**src/hw/rtl/opa_pkg.sv**
```systemverilog
// Shared types, field widths and constants of the OFDM PPDU air time calculator.
// No dependencies; used by opa_div_stage and ofdm_ppdu_airtime.
package opa_pkg;

  localparam int unsigned PsduW      = 20;
  localparam int unsigned BpsW       = 12;
  localparam int unsigned StreamW    = 3;
  localparam int unsigned ModeW      = 2;
  localparam int unsigned GuardW     = 16;
  localparam int unsigned SymBaseW   = 16;
  localparam int unsigned BitsCfgW   = 8;
  localparam int unsigned CfgIdxW    = 2;
  localparam int unsigned CfgDataW   = 16;
  localparam int unsigned SymW       = 17;
  localparam int unsigned PreW       = 20;
  localparam int unsigned SymTotW    = 20;
  localparam int unsigned AirW       = 38;
  localparam int unsigned ProdW      = SymTotW + SymW;
  localparam int unsigned DivW       = 21;
  localparam int unsigned RemW       = BpsW;
  localparam int unsigned StepsPerStage = 3;
  localparam int unsigned DivStages  = (DivW + StepsPerStage - 1) / StepsPerStage;

  localparam logic [SymBaseW-1:0] SymBaseRst = 16'd3200;
  localparam logic [BitsCfgW-1:0] ServiceRst = 8'd16;
  localparam logic [BitsCfgW-1:0] TailRst    = 8'd6;

  localparam logic [PreW-1:0] BasicFixNs = 20'd16000;
  localparam logic [PreW-1:0] MixedFixNs = 20'd20000;
  localparam logic [PreW-1:0] GreenFixNs = 20'd12000;
  localparam logic [PreW-1:0] Ltf1Ns     = 20'd4000;
  localparam logic [PreW-1:0] Ltf2Ns     = 20'd8000;
  localparam logic [PreW-1:0] Ltf4Ns     = 20'd16000;

  typedef enum logic [CfgIdxW-1:0] {
    CfgSymBase = 2'd0,
    CfgService = 2'd1,
    CfgTail    = 2'd2,
    CfgNone    = 2'd3
  } cfg_idx_e;

  typedef enum logic [ModeW-1:0] {
    PreBasic   = 2'd0,
    PreMixed   = 2'd1,
    PreGreen   = 2'd2,
    PreUnknown = 2'd3
  } pre_mode_e;

  typedef enum logic [1:0] {
    FaultOk   = 2'd0,
    FaultMode = 2'd1,
    FaultBps  = 2'd2,
    FaultRsvd = 2'd3
  } fault_e;

  typedef struct packed {
    logic [RemW-1:0] rem;
    logic [DivW-1:0] num;
    logic [DivW-1:0] quo;
    logic [BpsW-1:0] bps;
    logic [SymW-1:0] sym_ns;
    logic [PreW-1:0] pre_ns;
    fault_e          fault;
  } opa_div_t;

endpackage

```
**src/hw/rtl/opa_div_stage.sv**
```systemverilog
// One register stage of the restoring divider, retiring several quotient bits.
// Depends on opa_pkg for the stage payload type and the widths.
module opa_div_stage import opa_pkg::*; (
  input  logic     clk_i,
  input  logic     rst_ni,
  input  logic     valid_i,
  input  opa_div_t data_i,
  output logic     valid_o,
  output opa_div_t data_o
);

  logic     valid_q;
  opa_div_t data_d, data_q;

  always_comb begin
    logic [RemW:0] trial;
    logic [RemW:0] diff;
    data_d = data_i;
    for (int k = 0; k < StepsPerStage; k++) begin
      trial = {data_d.rem, data_d.num[DivW-1]};
      diff  = trial - {1'b0, data_d.bps};
      data_d.num = {data_d.num[DivW-2:0], 1'b0};
      if (trial >= {1'b0, data_d.bps}) begin
        data_d.rem = diff[RemW-1:0];
        data_d.quo = {data_d.quo[DivW-2:0], 1'b1};
      end else begin
        data_d.rem = trial[RemW-1:0];
        data_d.quo = {data_d.quo[DivW-2:0], 1'b0};
      end
    end
  end

  always_ff @(posedge clk_i or negedge rst_ni) begin
    if (!rst_ni) begin
      valid_q <= 1'b0;
    end else begin
      valid_q <= valid_i;
    end
  end

  always_ff @(posedge clk_i) begin
    data_q <= data_d;
  end

  assign valid_o = valid_q;
  assign data_o  = data_q;

endmodule

```
**src/hw/rtl/ofdm_ppdu_airtime.sv**
```systemverilog
// Top level of the OFDM PPDU air time calculator: setup, divider pipeline and output.
// Depends on opa_pkg and opa_div_stage.
//
// A frame descriptor is taken in every cycle and never refused, so busy_o is
// always low. Each descriptor gives one result on done_o after passing one
// setup stage, seven divider stages that each retire three bits of the symbol
// count, one multiply stage and the output register. The divider chain sets
// the latency; results leave in the order they came.
module ofdm_ppdu_airtime import opa_pkg::*; (
  input  logic                clk_i,
  input  logic                rst_ni,
  input  logic                start_i,
  output logic                busy_o,
  input  logic                cfg_we_i,
  input  logic [CfgIdxW-1:0]  cfg_idx_i,
  input  logic [CfgDataW-1:0] cfg_data_i,
  input  logic [PsduW-1:0]    psdu_bits_i,
  input  logic [BpsW-1:0]     bits_per_symbol_i,
  input  logic [StreamW-1:0]  stream_count_i,
  input  logic [ModeW-1:0]    preamble_mode_i,
  input  logic [GuardW-1:0]   guard_ns_i,
  output logic                done_o,
  output logic [AirW-1:0]     airtime_ns_o,
  output logic [SymTotW-1:0]  symbol_total_o,
  output logic [PreW-1:0]     preamble_ns_o,
  output logic [1:0]          fault_o
);

  logic [SymBaseW-1:0] sym_base_q;
  logic [BitsCfgW-1:0] service_q, tail_q;

  always_ff @(posedge clk_i or negedge rst_ni) begin
    if (!rst_ni) begin
      sym_base_q <= SymBaseRst;
      service_q  <= ServiceRst;
      tail_q     <= TailRst;
    end else if (cfg_we_i) begin
      unique case (cfg_idx_e'(cfg_idx_i))
        CfgSymBase: sym_base_q <= cfg_data_i;
        CfgService: service_q  <= cfg_data_i[BitsCfgW-1:0];
        CfgTail:    tail_q     <= cfg_data_i[BitsCfgW-1:0];
        default: ;
      endcase
    end
  end

  assign busy_o = 1'b0;

  logic [SymW-1:0] sym_ns;
  logic [PreW-1:0] sym_pre, ltf_ns, pre_ns;
  logic [DivW-1:0] dividend;
  fault_e          fault;
  opa_div_t        setup;

  assign sym_ns  = SymW'(sym_base_q) + SymW'(guard_ns_i);
  assign sym_pre = PreW'(sym_ns);

  always_comb begin
    case (stream_count_i) inside
      3'd0, 3'd1: ltf_ns = Ltf1Ns;
      3'd2:       ltf_ns = Ltf2Ns;
      default:    ltf_ns = Ltf4Ns;
    endcase
  end

  always_comb begin
    fault = FaultOk;
    unique case (pre_mode_e'(preamble_mode_i))
      PreBasic: pre_ns = BasicFixNs + sym_pre;
      PreMixed: pre_ns = MixedFixNs + ltf_ns + sym_pre + sym_pre + sym_pre;
      PreGreen: pre_ns = GreenFixNs + ltf_ns + sym_pre + sym_pre;
      default: begin
        pre_ns = '0;
        fault  = FaultMode;
      end
    endcase
    if (fault == FaultOk && bits_per_symbol_i == '0) begin
      fault = FaultBps;
    end
  end

  assign dividend = DivW'(psdu_bits_i) + DivW'(service_q) + DivW'(tail_q)
                  + DivW'(bits_per_symbol_i) - DivW'(1);

  always_comb begin
    setup.rem    = '0;
    setup.num    = dividend;
    setup.quo    = '0;
    setup.bps    = bits_per_symbol_i;
    setup.sym_ns = sym_ns;
    setup.pre_ns = pre_ns;
    setup.fault  = fault;
  end

  logic     setup_vld_q;
  opa_div_t setup_q;

  always_ff @(posedge clk_i or negedge rst_ni) begin
    if (!rst_ni) begin
      setup_vld_q <= 1'b0;
    end else begin
      setup_vld_q <= start_i;
    end
  end

  always_ff @(posedge clk_i) begin
    setup_q <= setup;
  end

  logic     [DivStages:0] div_vld;
  opa_div_t               div_data [DivStages+1];

  assign div_vld[0]  = setup_vld_q;
  assign div_data[0] = setup_q;

  for (genvar g = 0; g < DivStages; g++) begin : g_div
    opa_div_stage u_stage (
      .clk_i   (clk_i),
      .rst_ni  (rst_ni),
      .valid_i (div_vld[g]),
      .data_i  (div_data[g]),
      .valid_o (div_vld[g+1]),
      .data_o  (div_data[g+1])
    );
  end

  opa_div_t         div_out;
  logic [SymTotW-1:0] nsym_d;
  logic             mul_vld_q;
  logic [ProdW-1:0] prod_q;
  logic [SymTotW-1:0] nsym_q;
  logic [PreW-1:0]  mul_pre_q;
  fault_e           mul_fault_q;

  assign div_out = div_data[DivStages];
  assign nsym_d  = (div_out.quo[DivW-1:SymTotW] != '0) ? '1 : div_out.quo[SymTotW-1:0];

  always_ff @(posedge clk_i or negedge rst_ni) begin
    if (!rst_ni) begin
      mul_vld_q <= 1'b0;
    end else begin
      mul_vld_q <= div_vld[DivStages];
    end
  end

  always_ff @(posedge clk_i) begin
    prod_q      <= ProdW'(nsym_d) * ProdW'(div_out.sym_ns);
    nsym_q      <= nsym_d;
    mul_pre_q   <= div_out.pre_ns;
    mul_fault_q <= div_out.fault;
  end

  logic               done_q;
  logic [AirW-1:0]    air_d, air_q;
  logic [SymTotW-1:0] sym_tot_d, sym_tot_q;
  logic [PreW-1:0]    pre_d, pre_q;
  fault_e             fault_q;

  always_comb begin
    air_d     = AirW'(mul_pre_q) + AirW'(prod_q);
    sym_tot_d = nsym_q;
    pre_d     = mul_pre_q;
    if (mul_fault_q != FaultOk) begin
      air_d     = '0;
      sym_tot_d = '0;
    end
    if (mul_fault_q == FaultMode) begin
      pre_d = '0;
    end
  end

  always_ff @(posedge clk_i or negedge rst_ni) begin
    if (!rst_ni) begin
      done_q <= 1'b0;
    end else begin
      done_q <= mul_vld_q;
    end
  end

  always_ff @(posedge clk_i) begin
    air_q     <= air_d;
    sym_tot_q <= sym_tot_d;
    pre_q     <= pre_d;
    fault_q   <= mul_fault_q;
  end

  assign done_o         = done_q;
  assign airtime_ns_o   = air_q;
  assign symbol_total_o = sym_tot_q;
  assign preamble_ns_o  = pre_q;
  assign fault_o        = fault_q;

endmodule
```
**config.mk**
```make
export PLATFORM = sky130hd
export DESIGN_NAME = ofdm_ppdu_airtime
export DESIGN_NICKNAME = d
export VERILOG_FILES = /design/src/hw/rtl/opa_pkg.sv /design/src/hw/rtl/opa_div_stage.sv /design/src/hw/rtl/ofdm_ppdu_airtime.sv
export SDC_FILE = /design/constraint.sdc
export NUM_CORES = 2
export LEC_CHECK = 0
export BUFFER_PORTS_ARGS = -buffer_cell sky130_fd_sc_hd__buf_2
export CAP_MARGIN = 5
export CORE_ASPECT_RATIO = 1.4
export CORE_MARGIN = 2
export CORE_UTILIZATION = 63
export DETAILED_ROUTE_END_ITERATION = 6
export HOLD_SLACK_MARGIN = 0.1
export PLACE_DENSITY = 0.81
export SYNTH_ARGS = -nofsm -noshare
export SYNTH_HDL_FRONTEND = slang
export SYNTH_SLANG_ARGS = --single-unit
```
**constraint.sdc**
```tcl
create_clock -name clk_i -period 7.85 [get_ports clk_i]
set_clock_uncertainty 0.1 [all_clocks]
set_input_delay 0 -clock clk_i [delete_from_list [all_inputs] [get_ports clk_i]]
set_output_delay 0 -clock clk_i [all_outputs]
set_load 0.05 [all_outputs]
```
### Yosys cells after proc, flatten, opt, wreduce, memory -nomap -nowiden

Index checks and enable logic that the tools add are counted.

| operators by class | value |
|---|---|
| add/sub/neg operators | 34 |
| multiply operators | 1 |
| $lt $le $gt $ge | 21 |
| equal/unequal tests | 7 |
| mux-type cells | 46 |
| reduce and logical (&&, ||, !) cells | 12 |

Operators by type and width:

| cell | count |
|---|---|
| $ge 13x12->1 | 20 |
| $mux 12 | 20 |
| $sub 12x12->12 | 19 |
| $add 20x17->20 | 5 |
| $pmux 20 s3 | 1 |
| $add 20x37->38 | 1 |
| $mul 20x17->37 | 1 |
| $mux 14 | 2 |
| $mux 1 | 22 |
| $add 20x8->21 | 1 |
| $add 21x12->21 | 1 |
| $add 21x8->21 | 1 |
| $sub 21x1->21 const B | 1 |
| $add 14x20->20 const A | 1 |
| $add 15x20->20 const A | 1 |
| $mux 20 | 1 |
| $add 14x17->18 const A | 1 |
| $add 16x16->17 | 1 |
| $ge 1x12->1 | 1 |
| $logic_not 12->1 | 1 |
| $sub 1x12->12 | 1 |
| $eq 2x1->1 const B | 3 |
| $logic_not 2->1 | 3 |
| $reduce_and 2->1 | 3 |
| 8 further kinds | 9 |

| word-level totals | value |
|---|---|
| bits in registers | 837 |
| bits of input ports | 75 |
| output and inout port bits | 82 |
| logic and storage cells | 193 |

### Logic depth before layout (Yosys ltp)

| depth | value |
|---|---|
| depth in word-level cells | 8 |
| gate-level depth with buffers | 34 |
| gate-level depth less buffers | 31 |

### Hierarchy

A second synthesis with hierarchy kept.

| unflattened totals | value |
|---|---|
| cells, all modules | 5318 |
| area total of the unflattened synthesis | 53680.2 um2 |

By module, submodules not included:

| module | times used | cells each | area each (um2) | sequential area each (um2) |
|---|---|---|---|---|
| ofdm_ppdu_airtime | 1 | 2505 | 23545.1 | 5507.8 |
| opa_div_stage at g_div[3].u_stage ... | 4 | 415 | 4365.4 | 2067.0 |
| opa_div_stage at g_div[0].u_stage ... | 2 | 368 | 4171.5 | 2067.0 |
| opa_div_stage at g_div[2].u_stage | 1 | 417 | 4330.4 | 2067.0 |

### Worst setup path before layout

Ideal clock, no wire load.

| timing path | value |
|---|---|
| path kind | reg2reg |
| from | register g_div[4].u_stage.data_q (netlist bit g_div[4].u_stage.data_o[40]) |
| to | register g_div[5].u_stage.data_q (netlist bit g_div[5].u_stage.data_o[102]) |
| library setup time | 0.123 ns |
| arrival | 6.900 ns |
| data required time | 7.627 ns |
| slack | 0.727 ns |
| stages on the path, launching flop included | 34 |
| buffers on the path | 4 |
| period minus slack after synthesis | 7.123 ns |
| cells stage by stage | dfxtp_1 > inv_1 > ha_1 > nor2b_4 > o31a_1 > o21ai_2 > a31oi_1 > o211a_4 > or2_1 > buf_6 > buf_2 > o21ai_0 > inv_1 > ha_1 > nor2b_1 > o21a_1 > o21ai_1 > a21oi_1 > a221o_1 > a221o_1 > a211o_2 > buf_6 > mux2i_1 > ha_1 > nor2b_1 > o21ai_0 > a21oi_1 > o211ai_1 > a31oi_1 > nor3_1 > o211ai_1 > mux2i_4 > buf_6 > mux2_1 |

RTL lines:

| element | line | source |
|---|---|---|
| start: declaration | opa_div_stage.sv:13 | `opa_div_t data_d, data_q;` |
| start signal: assignment | opa_div_stage.sv:42 | `data_q <= data_d;` |
| end signal: assignment | opa_div_stage.sv:42 |  |
| end: declaration | opa_div_stage.sv:13 |  |

==> summary.txt <==
Run status
  – Status: finished clean

Drt
  – DRT iter0 DRCs: 2326
  – Residual DRC: 0
  – Vias: 35993
  – Drt pass-1 iters: 6
  – Post-route ant nets: 0
  – Final WL: 122000 um
  – Vias per cell: 5.83
  – Wirelength per Cell: 19.8 um

Clocking
  – CTS sink count: 837
  – Clock latency on the worst-skew pair: 0.66 ns
  – TritonCTS Buffers: 77
  – CTS tree: done
  – Root buffer cell: clkbuf_16
  – Clock Pin Slew Worst Setup and Hold Paths: 0.06 ns
  – CTS H-tree depth: 3
  – CTS Buffer Depth: 3
  – Post-CTS Setup Inserts: 0

Timing
  – RSZ-0062 raised after global routing: yes
  – Final Cycle Share: 0.953
  – Max Slew Vio Count: 0
  – Slew HR: 0.264
  – Final Hold Vio Count: 0
  – Final worst path period need: 7.48 ns
  – Final setup fails: 0
  – Fmax: 0.134 GHz
  – Total negative slack: 0 ns
  – WHS: 0.160 ns
  – Worst Tran Pin Value: 1.09 ns

Final layout
  – Layout cells sized above 1: 0.107
  – Final nets: 6023
  – Count of non-filler cells in the finished layout: 6169
  – P&R area growth vs syn: 12.0%
  – Layout Utilization: 0.708

Yosys
  – Most frequently used flop master after synthesis: dfxtp_1
  – Synth area leader: dfxtp_1
  – Commonest cells in the netlist: dfxtp_1 (795), inv_1 (640), ha_1 (507), nand2_1 (346), fa_1 (313)
  – Cells after synthesis: 4857
  – Area share of the largest cell type after synthesis: 0.330
  – Register area share after synthesis: 0.352
  – Top-count cell post-synth: dfxtp_1
  – Synth Cell Area: 48200 um^2
  – Library cells used by synthesis: 92
  – Post-synthesis average cell area: 9.92 um^2
  – Net count after synthesis: 5752
  – Count of flip-flops with a built-in enable after synthesis: 0
  – FFs w/ async S/R, synth: 0.0502
  – Ranking of synthesized cells by area: dfxtp_1 (33%), ha_1 (13%), fa_1 (13%)
  – Synthesis Warnings: 0
  – Post-synthesis register bit count: 837

Floorplanning
  – Die height: 331 um
  – # rows: 120
  – Number of I/O pins: 157
  – Die width: 238 um
  – Die area: 78700 um^2
  – Initial Utilization: 0.633
  – Core area: 76100 um^2

Worst setup path
  – Top delay family on crit path: compound AO/OA/AOI/OAI gates
  – Crit Path Class: flop to flop
  – Worst setup SP type: flop
  – CP max stage cell: a221o_1
  – CP max FO: 13
  – Worst setup EP type: flop
  – WP data required: 8.26 ns
  – CP bufs+invs: 4
  – Max incr delay on CP: 0.40 ns
  – Cell repeated most along the worst path: ha_1
  – Arrival @ worst endpoint: 7.89 ns

Global route
  – Largest net degree at the start of global routing: 37
  – Number of global-route vias before repair: 38161
  – First-pass GRT wire length: 194000 um
  – Total grt overflow: 0
  – Initial antenna violation count: 3
  – Gr usage total: 0.313

Place
  – DP HPWL: 85600 um
  – Inst Count DP: 5898
  – Port buffer count: 155
  – GPL Wtd Cong: 0.986

Hold path
  – Worst hold path type: primary input to flop

Flow run
  – Number of max-cap violations: 0
==> cells in the final DEF (no fill, tap or decap), types with 12 or more instances in the layout <==
master           n
nor2b_1         61
nor4_1          20
o22ai_1         16
a21oi_1        223
a21o_1          85
nand2_1        346
o21ai_0        160
mux2_4          16
o31a_1          17
nand4_1         37
fa_1           313
mux2_1          16
buf_2          155
mux2i_1         34
dfxtp_1        795
o211ai_1        24
o21bai_1        31
a211oi_1        36
o21a_1          59
mux2_2         148
a31oi_1         13
or2_2           31
xnor2_1        176
ha_1           507
dlygate4sd3_1  126
xor2_1          75
and3_1          23
buf_4           33
nor3_1          75
or3_1           24
clkbuf_16       78
nand3_1         49
clkbuf_8        12
nor2_1         219
dfrtp_1         36
nand2b_1        42
and2_1         197
inv_1          640
o31ai_1         24
==> repair_timing <==
item                                   CTS  global route
setup endpoints to repair                0            26
hold buffers                           127             0
endpoints found under the hold margin  133             0
resized for setup                        0             5
==> worst paths after layout <==
check	from	to	slack [ns]	cells past startpoint
min in group asynchronous	rst_ni	sym_base_q[10]$_DFFE_PN1P_	0.49	3
setup / recovery	g_div[4].u_stage.data_o[40]$_DFF_P_	g_div[5].u_stage.data_o[102]$_DFF_P_	0.37	28
hold reg to reg	g_div[2].u_stage.data_o[37]$_DFF_P_	g_div[3].u_stage.data_o[37]$_DFF_P_	0.21	0
setup reg to reg	g_div[4].u_stage.data_o[40]$_DFF_P_	g_div[5].u_stage.data_o[102]$_DFF_P_	0.37	28
hold / removal	bits_per_symbol_i[4]	div_data[736]$_SDFF_PP1_	0.16	5
max in group asynchronous	rst_ni	tail_q[0]$_DFFE_PN0P_	6.90	4
==> worst register-to-register path, delay by kind of cell (launching register included) <==
kind                     cells  cell delay [ns]
AO/OA/AOI/OAI               12             2.67
buffers and inverters        4             0.80
AND/OR/NAND/NOR              5             1.36
multiplexers                 4             1.15
adder cells (fa/ha/maj)      3             0.89
flip-flops                   1             0.37
==> sequential cells by signal, indices dropped and copies added (netlist names), 20 cells and up <==
| register | flops |
|---|---|
| nsym_q | 20 |
| prod_q | 37 |
| div_data | 72 |
| g_div.u_stage.data_o | 564 |
| airtime_ns_o | 38 |
| mul_pre_q | 20 |
| symbol_total_o | 20 |
| preamble_ns_o | 20 |
==> cells by family (layout without fill, tap and decap cells) <==
logic type / Yosys count / after routing / synth area share
xor gates and xnor gates: 251 / 251 / 0.0456
DFF: 837 / 837 / 0.352
and+or+nand+nor: 1171 / 1171 / 0.121
other: 1 / 3 / 0.0000779
adders and majority gates: 820 / 820 / 0.262
muxes: 217 / 217 / 0.0513
AOI/OAI and AO/OA: 795 / 795 / 0.107
buffers and inverters: 765 / 1099 / 0.0606
==> metrics by stage <==
stage          instance area, um^2  worst slack [ns]
3_5_place_dp                 49900             0.307
5_1_grt                      53900           -0.0167
3_3_place_gp                 49900             0.502
4_1_cts                      53900             0.273
2_1_floorplan                48200             0.727
6_report                     53900             0.372
==> per-layer routing <==
metal | global-route usage | vias up | part of all wire | wire [um]
met3 | 0.0500 | 570 | 0.056 | 6880
met2 | 0.577 | 1471 | 0.51 | 62400
met5 | 0 | - | 0.00011 | 13
met4 | 0.213 | 2 | 0.073 | 8940
met1 | 0.328 | 17249 | 0.36 | 43900
li1 | - | 16701 | - | -
==> area by class of cell <==
type / count / area (um^2)
Fill cell: 5400 / 22200
Clock inverter: 41 / 553
Timing Repair Buffer: 316 / 2320
Inverter: 641 / 2410
Antenna cell: 2 / 5.00
Tap cell: 976 / 1220
Sequential cell: 837 / 17000
Clock buffer: 101 / 2160
Multi-Input combinational cell: 3255 / 28300
Power is left out: the tool's default activity adds up to more than one toggle a clock period on the data nets, which glitch-free logic cannot reach.
